===== src/rtl/hsv2rgb_pkg.sv =====
`timescale 1ns / 1ps
// ----------------------------------------------------------------------------
// hsv2rgb_pkg
// Shared types and constants of the HSV to RGB colour converter.
// ----------------------------------------------------------------------------

package hsv2rgb_pkg;

  // Ramp step per hue count and hue counts per wheel segment
  localparam int unsigned HsvStep   = 771;
  localparam int unsigned HsvSeg    = 85;
  // First hue of the second and third segments
  localparam int unsigned HsvSeg2Lo = 86;
  localparam int unsigned HsvSeg3Lo = 171;
  localparam int unsigned HsvSeg3Of = 170;
  // Ramp ceiling and blend levels
  localparam int unsigned HsvClamp  = 32768;
  localparam int unsigned HsvHalf   = 128;
  localparam int unsigned HsvFull   = 256;

  localparam int unsigned RampW  = 16;  // clamped ramp, at most 32768
  localparam int unsigned BlendW = 15;  // after saturation blend, below 32768
  localparam int unsigned OffW   = 15;  // white offset, at most 127 * 256
  localparam int unsigned SegHW  = 7;   // position within a segment, 0..85

  // Input and result beats
  typedef struct packed {
    logic [7:0] hue;
    logic [7:0] saturation;
    logic [7:0] brightness;
  } hsv_pix_t;

  typedef struct packed {
    logic [7:0] red_out;
    logic [7:0] green_out;
    logic [7:0] blue_out;
  } rgb_pix_t;

  // Hue wheel segment
  typedef enum logic [2:0] {
    SEG_RG = 3'b001,
    SEG_GB = 3'b010,
    SEG_BR = 3'b100
  } seg_e;

  // Stage load enables of the channel blend pipeline
  typedef struct packed {
    logic s3;
    logic s4;
  } stg_en_t;

endpackage


===== src/rtl/hsv2rgb_if.sv =====
`timescale 1ns / 1ps
// ----------------------------------------------------------------------------
// hsv2rgb_in_if / hsv2rgb_out_if
// Valid/ready channels carrying HSV input beats and RGB result beats.
// ----------------------------------------------------------------------------

interface hsv2rgb_in_if;
  logic                  valid;
  logic                  ready;
  hsv2rgb_pkg::hsv_pix_t data;

  modport source (output valid, output data, input ready);
  modport sink   (input valid, input data, output ready);
endinterface

interface hsv2rgb_out_if;
  logic                  valid;
  logic                  ready;
  hsv2rgb_pkg::rgb_pix_t data;

  modport source (output valid, output data, input ready);
  modport sink   (input valid, input data, output ready);
endinterface


===== src/rtl/hsv_to_rgb_colour_converter.sv =====
`timescale 1ns / 1ps
// ----------------------------------------------------------------------------
// hsv_to_rgb_colour_converter
// Four-stage pipeline from 8-bit hue, saturation, brightness to 8-bit RGB.
// ----------------------------------------------------------------------------
// Accepts one pixel per clock while the output is not stalled; the fourth
// stage is the output register. Stage one picks the hue segment and the
// ramp positions, stage two multiplies by the ramp step and clamps, stage
// three blends with saturation and stage four applies brightness, these
// last two each behind one 16x8 or smaller multiplier per channel. Each
// stage holds while the one after it is full and stalled, and empty stages
// close up, so a stall on the output loses or repeats nothing and the
// input stays ready while any stage is free.

module hsv_to_rgb_colour_converter (
  input  logic                 clk_i,
  input  logic                 rst_ni,
  hsv2rgb_in_if.sink           in_i,
  hsv2rgb_out_if.source        out_o
);

  // Stage valid bits and load enables
  logic v1_q, v2_q, v3_q, v4_q;
  logic en1, en2, en3, en4;
  hsv2rgb_pkg::stg_en_t ch_en;

  assign en4 = !v4_q || out_o.ready;
  assign en3 = !v3_q || en4;
  assign en2 = !v2_q || en3;
  assign en1 = !v1_q || en2;
  assign in_i.ready = en1;
  assign ch_en.s3 = en3;
  assign ch_en.s4 = en4;

  always_ff @(posedge clk_i or negedge rst_ni) begin
    if (!rst_ni) begin
      v1_q <= 1'b0;
      v2_q <= 1'b0;
      v3_q <= 1'b0;
      v4_q <= 1'b0;
    end else begin
      if (en1) v1_q <= in_i.valid;
      if (en2) v2_q <= v1_q;
      if (en3) v3_q <= v2_q;
      if (en4) v4_q <= v3_q;
    end
  end

  // --------------------------------------------------------------------------
  // Stage 1: segment decode
  // --------------------------------------------------------------------------
  hsv2rgb_pkg::seg_e                  seg_d, seg_q;
  logic [hsv2rgb_pkg::SegHW-1:0]      fall_d, fall_q;  // 85 - h
  logic [hsv2rgb_pkg::SegHW-1:0]      rise_d, rise_q;  // h
  logic [7:0]                         sat1_q, val1_q;
  logic [7:0]                         hpos;

  always_comb begin
    if (in_i.data.hue < 8'(hsv2rgb_pkg::HsvSeg2Lo)) begin
      seg_d = hsv2rgb_pkg::SEG_RG;
      hpos  = in_i.data.hue;
    end else if (in_i.data.hue < 8'(hsv2rgb_pkg::HsvSeg3Lo)) begin
      seg_d = hsv2rgb_pkg::SEG_GB;
      hpos  = in_i.data.hue - 8'(hsv2rgb_pkg::HsvSeg);
    end else begin
      seg_d = hsv2rgb_pkg::SEG_BR;
      hpos  = in_i.data.hue - 8'(hsv2rgb_pkg::HsvSeg3Of);
    end
    rise_d = hpos[hsv2rgb_pkg::SegHW-1:0];
    fall_d = hsv2rgb_pkg::SegHW'(hsv2rgb_pkg::HsvSeg) - rise_d;
  end

  always_ff @(posedge clk_i) begin
    if (en1) begin
      seg_q  <= seg_d;
      fall_q <= fall_d;
      rise_q <= rise_d;
      sat1_q <= in_i.data.saturation;
      val1_q <= in_i.data.brightness;
    end
  end

  // --------------------------------------------------------------------------
  // Stage 2: ramp multiply and clamp, brightness factor
  // --------------------------------------------------------------------------
  logic [16:0]                        fall_prod, rise_prod;
  logic [hsv2rgb_pkg::RampW-1:0]      fall_cl, rise_cl;
  logic [hsv2rgb_pkg::RampW-1:0]      r_d, g_d, b_d, r_q, g_q, b_q;
  logic [7:0]                         mul_d, mul2_q, sat2_q;
  logic [hsv2rgb_pkg::OffW-1:0]       off_d, off2_q;
  logic [8:0]                         val_inv;

  always_comb begin
    fall_prod = 17'(fall_q) * 17'(hsv2rgb_pkg::HsvStep);
    rise_prod = 17'(rise_q) * 17'(hsv2rgb_pkg::HsvStep);
    fall_cl = (fall_prod > 17'(hsv2rgb_pkg::HsvClamp)) ?
              hsv2rgb_pkg::RampW'(hsv2rgb_pkg::HsvClamp) : fall_prod[15:0];
    rise_cl = (rise_prod > 17'(hsv2rgb_pkg::HsvClamp)) ?
              hsv2rgb_pkg::RampW'(hsv2rgb_pkg::HsvClamp) : rise_prod[15:0];
    case (seg_q)
      hsv2rgb_pkg::SEG_RG: begin
        r_d = fall_cl;
        g_d = rise_cl;
        b_d = '0;
      end
      hsv2rgb_pkg::SEG_GB: begin
        r_d = '0;
        g_d = fall_cl;
        b_d = rise_cl;
      end
      hsv2rgb_pkg::SEG_BR: begin
        r_d = rise_cl;
        g_d = '0;
        b_d = fall_cl;
      end
      default: begin
        r_d = '0;
        g_d = '0;
        b_d = '0;
      end
    endcase

    // Above half: scale by (256 - val) and add (val - 128) * 256
    val_inv = 9'(hsv2rgb_pkg::HsvFull) - {1'b0, val1_q};
    if (val1_q > 8'(hsv2rgb_pkg::HsvHalf)) begin
      mul_d = val_inv[7:0];
      off_d = {val1_q[6:0], 8'b0};
    end else begin
      mul_d = val1_q;
      off_d = '0;
    end
  end

  always_ff @(posedge clk_i) begin
    if (en2) begin
      r_q    <= r_d;
      g_q    <= g_d;
      b_q    <= b_d;
      sat2_q <= sat1_q;
      mul2_q <= mul_d;
      off2_q <= off_d;
    end
  end

  // --------------------------------------------------------------------------
  // Stage 3: carry brightness factor alongside the saturation blend
  // --------------------------------------------------------------------------
  logic [7:0]                    mul3_q;
  logic [hsv2rgb_pkg::OffW-1:0]  off3_q;

  always_ff @(posedge clk_i) begin
    if (en3) begin
      mul3_q <= mul2_q;
      off3_q <= off2_q;
    end
  end

  // --------------------------------------------------------------------------
  // Stages 3 and 4: per-channel blend
  // --------------------------------------------------------------------------
  hsv2rgb_chan u_chan_r (
    .clk_i  (clk_i),
    .en_i   (ch_en),
    .ramp_i (r_q),
    .sat_i  (sat2_q),
    .mul_i  (mul3_q),
    .off_i  (off3_q),
    .res_o  (out_o.data.red_out)
  );

  hsv2rgb_chan u_chan_g (
    .clk_i  (clk_i),
    .en_i   (ch_en),
    .ramp_i (g_q),
    .sat_i  (sat2_q),
    .mul_i  (mul3_q),
    .off_i  (off3_q),
    .res_o  (out_o.data.green_out)
  );

  hsv2rgb_chan u_chan_b (
    .clk_i  (clk_i),
    .en_i   (ch_en),
    .ramp_i (b_q),
    .sat_i  (sat2_q),
    .mul_i  (mul3_q),
    .off_i  (off3_q),
    .res_o  (out_o.data.blue_out)
  );

  assign out_o.valid = v4_q;

endmodule


===== src/rtl/hsv2rgb_chan.sv =====
`timescale 1ns / 1ps
// ----------------------------------------------------------------------------
// hsv2rgb_chan
// Saturation and brightness blend of one colour channel, two register stages.
// ----------------------------------------------------------------------------

module hsv2rgb_chan (
  input  logic                                 clk_i,
  input  hsv2rgb_pkg::stg_en_t                 en_i,
  input  logic [hsv2rgb_pkg::RampW-1:0]        ramp_i,
  input  logic [7:0]                           sat_i,
  input  logic [7:0]                           mul_i,
  input  logic [hsv2rgb_pkg::OffW-1:0]         off_i,
  output logic [7:0]                           res_o
);

  logic [hsv2rgb_pkg::BlendW-1:0] blend_d, blend_q;
  logic [23:0]                    sat_prod;
  logic [8:0]                     sat_inv;
  logic [16:0]                    blend_sum;
  logic [22:0]                    val_prod;
  logic [16:0]                    val_sum;
  logic [7:0]                     res_d, res_q;

  // Blend toward mid grey by saturation
  always_comb begin
    sat_prod  = 24'(ramp_i) * 24'(sat_i);
    sat_inv   = 9'(hsv2rgb_pkg::HsvFull) - {1'b0, sat_i};
    blend_sum = 17'(sat_prod[23:8]) + 17'({sat_inv, 6'b0});
    blend_d   = blend_sum[hsv2rgb_pkg::BlendW-1:0];
  end

  always_ff @(posedge clk_i) begin
    if (en_i.s3) begin
      blend_q <= blend_d;
    end
  end

  // Scale toward black, or toward white with the offset, then drop 7 bits
  always_comb begin
    val_prod = 23'(blend_q) * 23'(mul_i);
    val_sum  = 17'(val_prod[22:7]) + 17'(off_i);
    res_d    = val_sum[14:7];
  end

  always_ff @(posedge clk_i) begin
    if (en_i.s4) begin
      res_q <= res_d;
    end
  end

  assign res_o = res_q;

endmodule


===== src/flat_wrapper.sv =====
// flat-port wrapper written by rule: the top's interface ports become plain ports
module hsv_to_rgb_colour_converter_flat 
  (clk_i, rst_ni, in_i_valid, in_i_data, in_i_ready, out_o_valid, out_o_data, out_o_ready);
  hsv2rgb_in_if in_i_i ();
  hsv2rgb_out_if out_o_i ();
  input  logic clk_i;
  input  logic rst_ni;
  input wire logic [$bits(in_i_i.valid)-1:0] in_i_valid;
  input wire logic [$bits(in_i_i.data)-1:0] in_i_data;
  output wire logic [$bits(in_i_i.ready)-1:0] in_i_ready;
  output wire logic [$bits(out_o_i.valid)-1:0] out_o_valid;
  output wire logic [$bits(out_o_i.data)-1:0] out_o_data;
  input wire logic [$bits(out_o_i.ready)-1:0] out_o_ready;
  assign in_i_i.valid = in_i_valid;
  assign in_i_i.data = in_i_data;
  assign in_i_ready = in_i_i.ready;
  assign out_o_valid = out_o_i.valid;
  assign out_o_data = out_o_i.data;
  assign out_o_i.ready = out_o_ready;
  hsv_to_rgb_colour_converter u_core (.clk_i(clk_i), .rst_ni(rst_ni), .in_i(in_i_i), .out_o(out_o_i));
endmodule

===== config.mk =====
export PLATFORM = sky130hd
export DESIGN_NAME = hsv_to_rgb_colour_converter_flat
export DESIGN_NICKNAME = d
export VERILOG_FILES = /design/src/rtl/hsv2rgb_pkg.sv /design/src/rtl/hsv2rgb_if.sv /design/src/rtl/hsv_to_rgb_colour_converter.sv /design/src/rtl/hsv2rgb_chan.sv /design/src/flat_wrapper.sv
export SDC_FILE = /design/constraint.sdc
export NUM_CORES = 2
export LEC_CHECK = 0
export CORE_UTILIZATION = 25
export CTS_BUF_LIST = sky130_fd_sc_hd__clkbuf_8 sky130_fd_sc_hd__clkbuf_16
export DETAILED_ROUTE_END_ITERATION = 6
export DONT_BUFFER_PORTS = 1
export GPL_TIMING_DRIVEN = 0
export HOLD_SLACK_MARGIN = 0.02
export SETUP_SLACK_MARGIN = 0.4
export SYNTH_ARGS = -nofsm -noshare
export SYNTH_HDL_FRONTEND = slang
export SYNTH_SLANG_ARGS = --single-unit

===== constraint.sdc =====
create_clock -name clk_i -period 16.93 [get_ports clk_i]
set_clock_uncertainty 0.05 [all_clocks]
set_input_delay 1.693 -clock clk_i [delete_from_list [all_inputs] [get_ports clk_i]]
set_output_delay 1.693 -clock clk_i [all_outputs]
set_load 0.1 [all_outputs]

# [After elaboration in Yosys (flattened, before gate mapping)]
# Index checks and enable logic that the tools add are counted.
[word_totals] reg_bits=208 input_bits=28 elab_cells=68
[classes] magnitude_cmp=5 addsub=11 n_mul=8 mux=9 eq_ne=3 n_reduce_logical=8
[ops] op="$pmux W16 S2" n=3
[ops] op="$add A15 B15 Y15" n=6
[ops] op="$mul A16 B8 Y23" n=3
[ops] op="$mul A15 B8 Y22" n=3
[ops] op="$gt A17 B16 Y1 const B" n=2
[ops] op="$mul A7 B10 Y17 const B" n=2
[ops] op="$mux W16" n=2
[ops] op="$mux W7" n=2
[ops] op="$sub A9 B8 Y9 const A" n=1
[ops] op="$gt A8 B8 Y1 const B" n=1
[ops] op="$lt A8 B7 Y1 const B" n=1
[ops] op="$lt A8 B8 Y1 const B" n=1
[ops] op="$mux W8" n=1
[ops] op="$sub A1 B8 Y8 const A" n=1
[ops] op="$sub A7 B6 Y7 const B" n=1
[ops] op="$sub A7 B7 Y7 const A" n=1
[ops] op="$sub A7 B7 Y7 const B" n=1
[ops] op="$logic_not A1 Y1" n=4
[ops] op="$logic_or A1 B1 Y1" n=4
[ops] op="$eq A3 B1 Y1 const B" n=1
[ops] op="$eq A3 B2 Y1 const B" n=1
[ops] op="$eq A3 B3 Y1 const B" n=1
[ops] op="$mux W3" n=1

# [Longest topological paths before layout]
[logic_depth] depth_word=5 ltp_mapped=29 depth_no_buf=28

# [Modules after synthesis]
# A second synthesis with hierarchy kept.
[unflattened] cells_unflattened=3364 area_unflattened_um2=32466.1
[by_module_without_submodules] module="hsv2rgb_chan at u_core.u_chan_b" cells_per_inst=972 area_per_inst_um2=8764.7 n_inst=1
[by_module_without_submodules] module="hsv2rgb_chan at u_core.u_chan_g" cells_per_inst=954 area_per_inst_um2=8699.6 n_inst=1
[by_module_without_submodules] module="hsv2rgb_chan at u_core.u_chan_r" cells_per_inst=950 area_per_inst_um2=8674.6 n_inst=1
[by_module_without_submodules] module="hsv_to_rgb_colour_converter" cells_per_inst=488 area_per_inst_um2=6327.3 n_inst=1

# [Worst setup path after synthesis]
# OpenSTA, ideal clock, no wires.
[synth_path] path_type="reg2reg" startpoint="reg u_core.sat2_q[2]" endpoint="reg u_core.u_chan_b.blend_q[14] (netlist bit), data pin" required_time_ns=16.622 setup_slack_ns=10.431 arrival_ns=6.191 path_buffers=2 setup_time_ns=0.258 stages_incl_launch_ff=27 cell_sequence="edfxtp_1 clkbuf_1 clkbuf_1 nand2_1 fa_1 fa_1 inv_1 fa_1 fa_1 ha_1 a21o_1 a21oi_1 nor3b_1 a211o_1 o21ai_2 o21a_1 o22a_1 xor2_1 fa_1 a21oi_1 nor2_1 nor2_1 o21bai_1 a21oi_1 o21ai_0 xnor2_1 xnor2_1"
[synth_via] elab_chain_cells=2 word_cells_on_any_way=3 cone_classes="add/sub: 2; mul: 1"
[synth_rtl] item="start: declaration" line_no="hsv_to_rgb_colour_converter.sv:89" text="logic [7:0] mul_d, mul2_q, sat2_q;"
[synth_rtl] item="start signal: assignment" line_no="hsv_to_rgb_colour_converter.sv:139" text="sat2_q <= sat1_q;"
[synth_rtl] item="$mul A16 B8 Y23 or $sub A9 B8 Y9 (tied branches)" line_no="hsv2rgb_chan.sv:27, hsv2rgb_chan.sv:28"
[synth_rtl] item="$add A15 B15 Y15 *" line_no="hsv2rgb_chan.sv:29" text="blend_sum = 17'(sat_prod[23:8]) + 17'({sat_inv, 6'b0});"
[synth_rtl] item="named net u_core.u_chan_b.blend_sum[14]" line_no="hsv2rgb_chan.sv:20" text="logic [16:0] blend_sum;"
[synth_rtl] item="end signal: assignment" line_no="hsv2rgb_chan.sv:35" text="blend_q <= blend_d;"
[synth_rtl] item="end: declaration" line_no="hsv2rgb_chan.sv:17" text="logic [hsv2rgb_pkg::BlendW-1:0] blend_d, blend_q;"
# The timed path passes the listed nets; every way through them passes the cells marked *.
# A chain may end at the register's enable or synchronous reset.

# [Worst setup path after layout]
[layout_path] startpoint="reg u_core.sat2_q[2]" endpoint="reg u_core.u_chan_r.blend_q[14] (netlist bit), data pin"
[layout_via] elab_chain_cells=2 word_cells_on_any_way=3 cone_classes="add/sub: 2; mul: 1"
[layout_rtl] item="$mul A16 B8 Y23 or $sub A9 B8 Y9 (tied branches)" line_no="hsv2rgb_chan.sv:27, hsv2rgb_chan.sv:28"
[layout_rtl] item="$add A15 B15 Y15 *" line_no="hsv2rgb_chan.sv:29"
[layout_rtl] item="named net u_core.u_chan_r.blend_sum[14]" line_no="hsv2rgb_chan.sv:20"
[layout_rtl] item="end signal: assignment" line_no="hsv2rgb_chan.sv:35"
[layout_rtl] item="end: declaration" line_no="hsv2rgb_chan.sv:17"
# Marks and branches as above.

==> reports/metrics.cfg <==
[floorplanning]
num_rows = 128
die_y_um = 353
die_w_um = 353
dieArea_mm2 = 0.125
core_mm2 = 0.122
pin_count = 54
start_util_pct = 25.3

[logic_synthesis]
synthSimpleGateAreaFrac_pct = 16.9
ys_ff_latch = 191
yosysWarnings = 0
synthCells = 3125
syn_avg_cell_area_um2 = 9.88
synth_nets = 3965
synth_flop_cell = edfxtp_1
syn_area_mm2 = 0.0309
synth_top_family_by_area = adder cells
ys_seq_area_share_pct = 18.5
synth_compound_area_share_pct = 6.59
synth_edf_count = 187
synthArstFlopShare_pct = 2.09
synthXorXnorAreaFrac_pct = 4.95
synth_fa_ha_area_share_pct = 44.6
synthMuxAreaShare_pct = 0
ys_types = 73

[cts]
root_buffer = clkbuf_16
cts_buffer_depth = 2
post_cts_buffers = 0
clkLatencyLatePin_ns = 0.50
clkTransAtPathRegs_ns = 0.09
htreeDepth = 4
clkSinkCount = 191
post_cts_resized = 0
ctsHoldBuffers = 0
cts_tree = yes
cts_buffers = 17

[setup_path]
cp.required_ns = 17.16
cp-startpoint = u_core.sat2_q[2]
path_class = reg2reg
cp_max_fo = 10
crit_path_start_kind = flop
crit_path_end_kind = flop
cp.arrival_ns = 8.63
r2r-start = u_core.sat2_q[2]
r2r_cells = 27

[global_routing]
grt_pass1_wl_mm = 126
grt.total_usage_pct = 13.0
first_global_vias = 22000
grt_max_degree = 57
grt_overflow = 0
antenna_found_initial = 1

[hold_path]
hold_depth = 0
min_from = u_core.sat1_q[2]
hp-class = reg2reg

[layout]
fillers = 12800
syn2layout_area_growth_pct = 8.89
drive_above_1_share_pct = 2.34
final_nets = 3990

[drt]
drt_wl_total_mm = 79.1
viasPerCell = 4.41
first_iter_violations = 1059
firstDrtPassIters = 6
drtAntennaViolNets = 0
routedWlPerCell_um = 16.5
drc = 0
vias = 21100

[timing]
post-route-period-util_pct = 49.7
rsz0062_at_grt = false
max_freq_ghz = 0.119
slew_viol_final = 0
maxSlewHeadroom_pct = 31.4
period_needed_ns = 8.41
setup_tns_ns = 0
report.final.hold_viol_count = 0
setup_viol = 0
tightest_slew_ns = 1.03

[placed_design]
gp_congestion = 0.901
dpl.hpwl_mm = 64.4
port_buffers = 0

[job]
cap_viol_max_count = 0

[run_status]
outcome = finished clean

## through the flow
stage	std cells	hold slack, ns	cell area (um2)	worst slack [ns]	utilization (%)
final	4789	0.372	33600	8.52	27.5
after global routing	4788	0.379	33600	8.21	27.5
after CTS	4788	0.372	33600	8.58	27.5
after detailed placement	4756	0.355	33000	8.64	27.0
after global placement	4750	0.354	32900	8.71	26.9
after floorplan	3125	0.350	30900	10.43	-
## logic make-up after synthesis
family                   after synthesis
AO/OA/AOI/OAI                        299
XOR/XNOR                             172
adder cells (fa/ha/maj)              812
buffers and inverters                694
flip-flops                           191
AND/OR/NAND/NOR                      957
## layout make-up
class                      count  area [um2]  share of cell area, %
multi-input combinational   2240       22600                   67.1
sequential                   191        5720                   17.0
inverter                     605        2270                   6.75
tap                         1625        2030                   6.05
clock buffer                  17         425                   1.27
buffer                        89         344                   1.02
clock inverter                15         148                  0.439
timing repair buffer           6         121                  0.361
antenna                        1        2.50                0.00744
## path summary, 6_finish.rpt
kind | end | slack [ns]
min in group asynchronous | u_core.out_o.valid | 0.83
worst min-delay path | u_core.sat2_q[2] | 0.37
worst min register to register | u_core.sat2_q[2] | 0.37
worst max-delay path | u_core.u_chan_r.blend_q[14] | 8.52
worst max register to register | u_core.u_chan_r.blend_q[14] | 8.52
max in group asynchronous | u_core.v2_q | 15.93
## worst max-delay path, cell delays in order, from the launching register on
cell and delay [ns]:
edfxtp_1 0.59, clkbuf_1 0.69, clkbuf_1 0.67, nand2_1 0.18, fa_1 0.54, fa_1 0.55, inv_1 0.06, fa_1 0.51
fa_1 0.43, ha_1 0.28, a2111oi_2 0.29, o31a_1 0.29, o21ai_1 0.14, and3_4 0.22, o21a_1 0.18, o21a_1 0.18
nor2_1 0.12, xnor2_1 0.13, ha_1 0.25, fa_1 0.46, a21oi_1 0.17, nor2_1 0.05, nor2_1 0.15, o21bai_1 0.09
a21oi_1 0.24, o21ai_0 0.17, xnor2_1 0.17, xnor2_1 0.34
## cells in the final DEF, fill, tap and decap left out, types with 11 or more instances in the layout
cell type | Yosys | layout
o21ai_0 | 35 | 35
xnor2_1 | 122 | 122
nor3_1 | 11 | 11
nor2_1 | 60 | 60
a21o_1 | 33 | 33
a21oi_1 | 85 | 85
ha_1 | 330 | 330
a22o_1 | 21 | 21
o21bai_1 | 24 | 24
xor2_1 | 47 | 47
o22ai_1 | 23 | 23
edfxtp_1 | 187 | 187
nand3_1 | 20 | 19
clkbuf_16 | 0 | 17
fa_1 | 482 | 482
inv_1 | 604 | 605
o21a_1 | 11 | 11
and2_1 | 512 | 512
clkbuf_1 | 85 | 85
nand2_1 | 281 | 280
## flip-flops by register name (all words and copies together), names as in the netlist, 8 cells and up
signal,flops
u_core.g_q,16
u_core.u_chan_g.res_o,8
u_core.sat1_q,8
u_core.mul3_q,8
u_core.u_chan_r.res_o,8
u_core.u_chan_b.blend_q,15
u_core.mul2_q,8
u_core.b_q,16
u_core.val1_q,8
u_core.u_chan_b.res_o,8
u_core.u_chan_g.blend_q,15
u_core.u_chan_r.blend_q,15
u_core.r_q,16
u_core.sat2_q,8
## metal layers
layer | up-vias | part of all wire (%) | track usage [%]
met5 | - | 0.018 | 0
met4 | 2 | 3.3 | 4.82
met3 | 106 | 4.8 | 1.85
met2 | 503 | 47 | 21.7
met1 | 10700 | 44 | 17.0
li1 | 9820 | - | -
## cell usage after synthesis (all sizes together), types with 4 or more instances
master  number  area (um2)
a211oi       6        45.0
a21o        33         248
a21oi       90         469
a22o        21         184
a31oi        7        50.1
a41oi        5        70.1
and2       512        3200
and3         6        42.5
buf          4        25.0
clkbuf      85         319
dfrtp        4         100
edfxtp     187        5620
fa         482        9650
ha         330        4130
inv        605        2270
nand2      282        1070
nand2b       9        56.3
nand3       20         100
nand3b       5        37.5
nand4       11        81.3
nor2        61         231
nor2b       10        62.6
nor3        15        95.1
nor4         5        76.3
o211ai       9        67.6
o21a        11        82.6
o21ai       42         225
o21bai      24         180
o22ai       23         144
o31ai        4        30.0
or2          4        25.0
or3          7        43.8
xnor2      124        1100
xor2        48         428
Power is left out: the tool's default activity adds up to more than one toggle a clock period on the data nets, which glitch-free logic cannot reach.
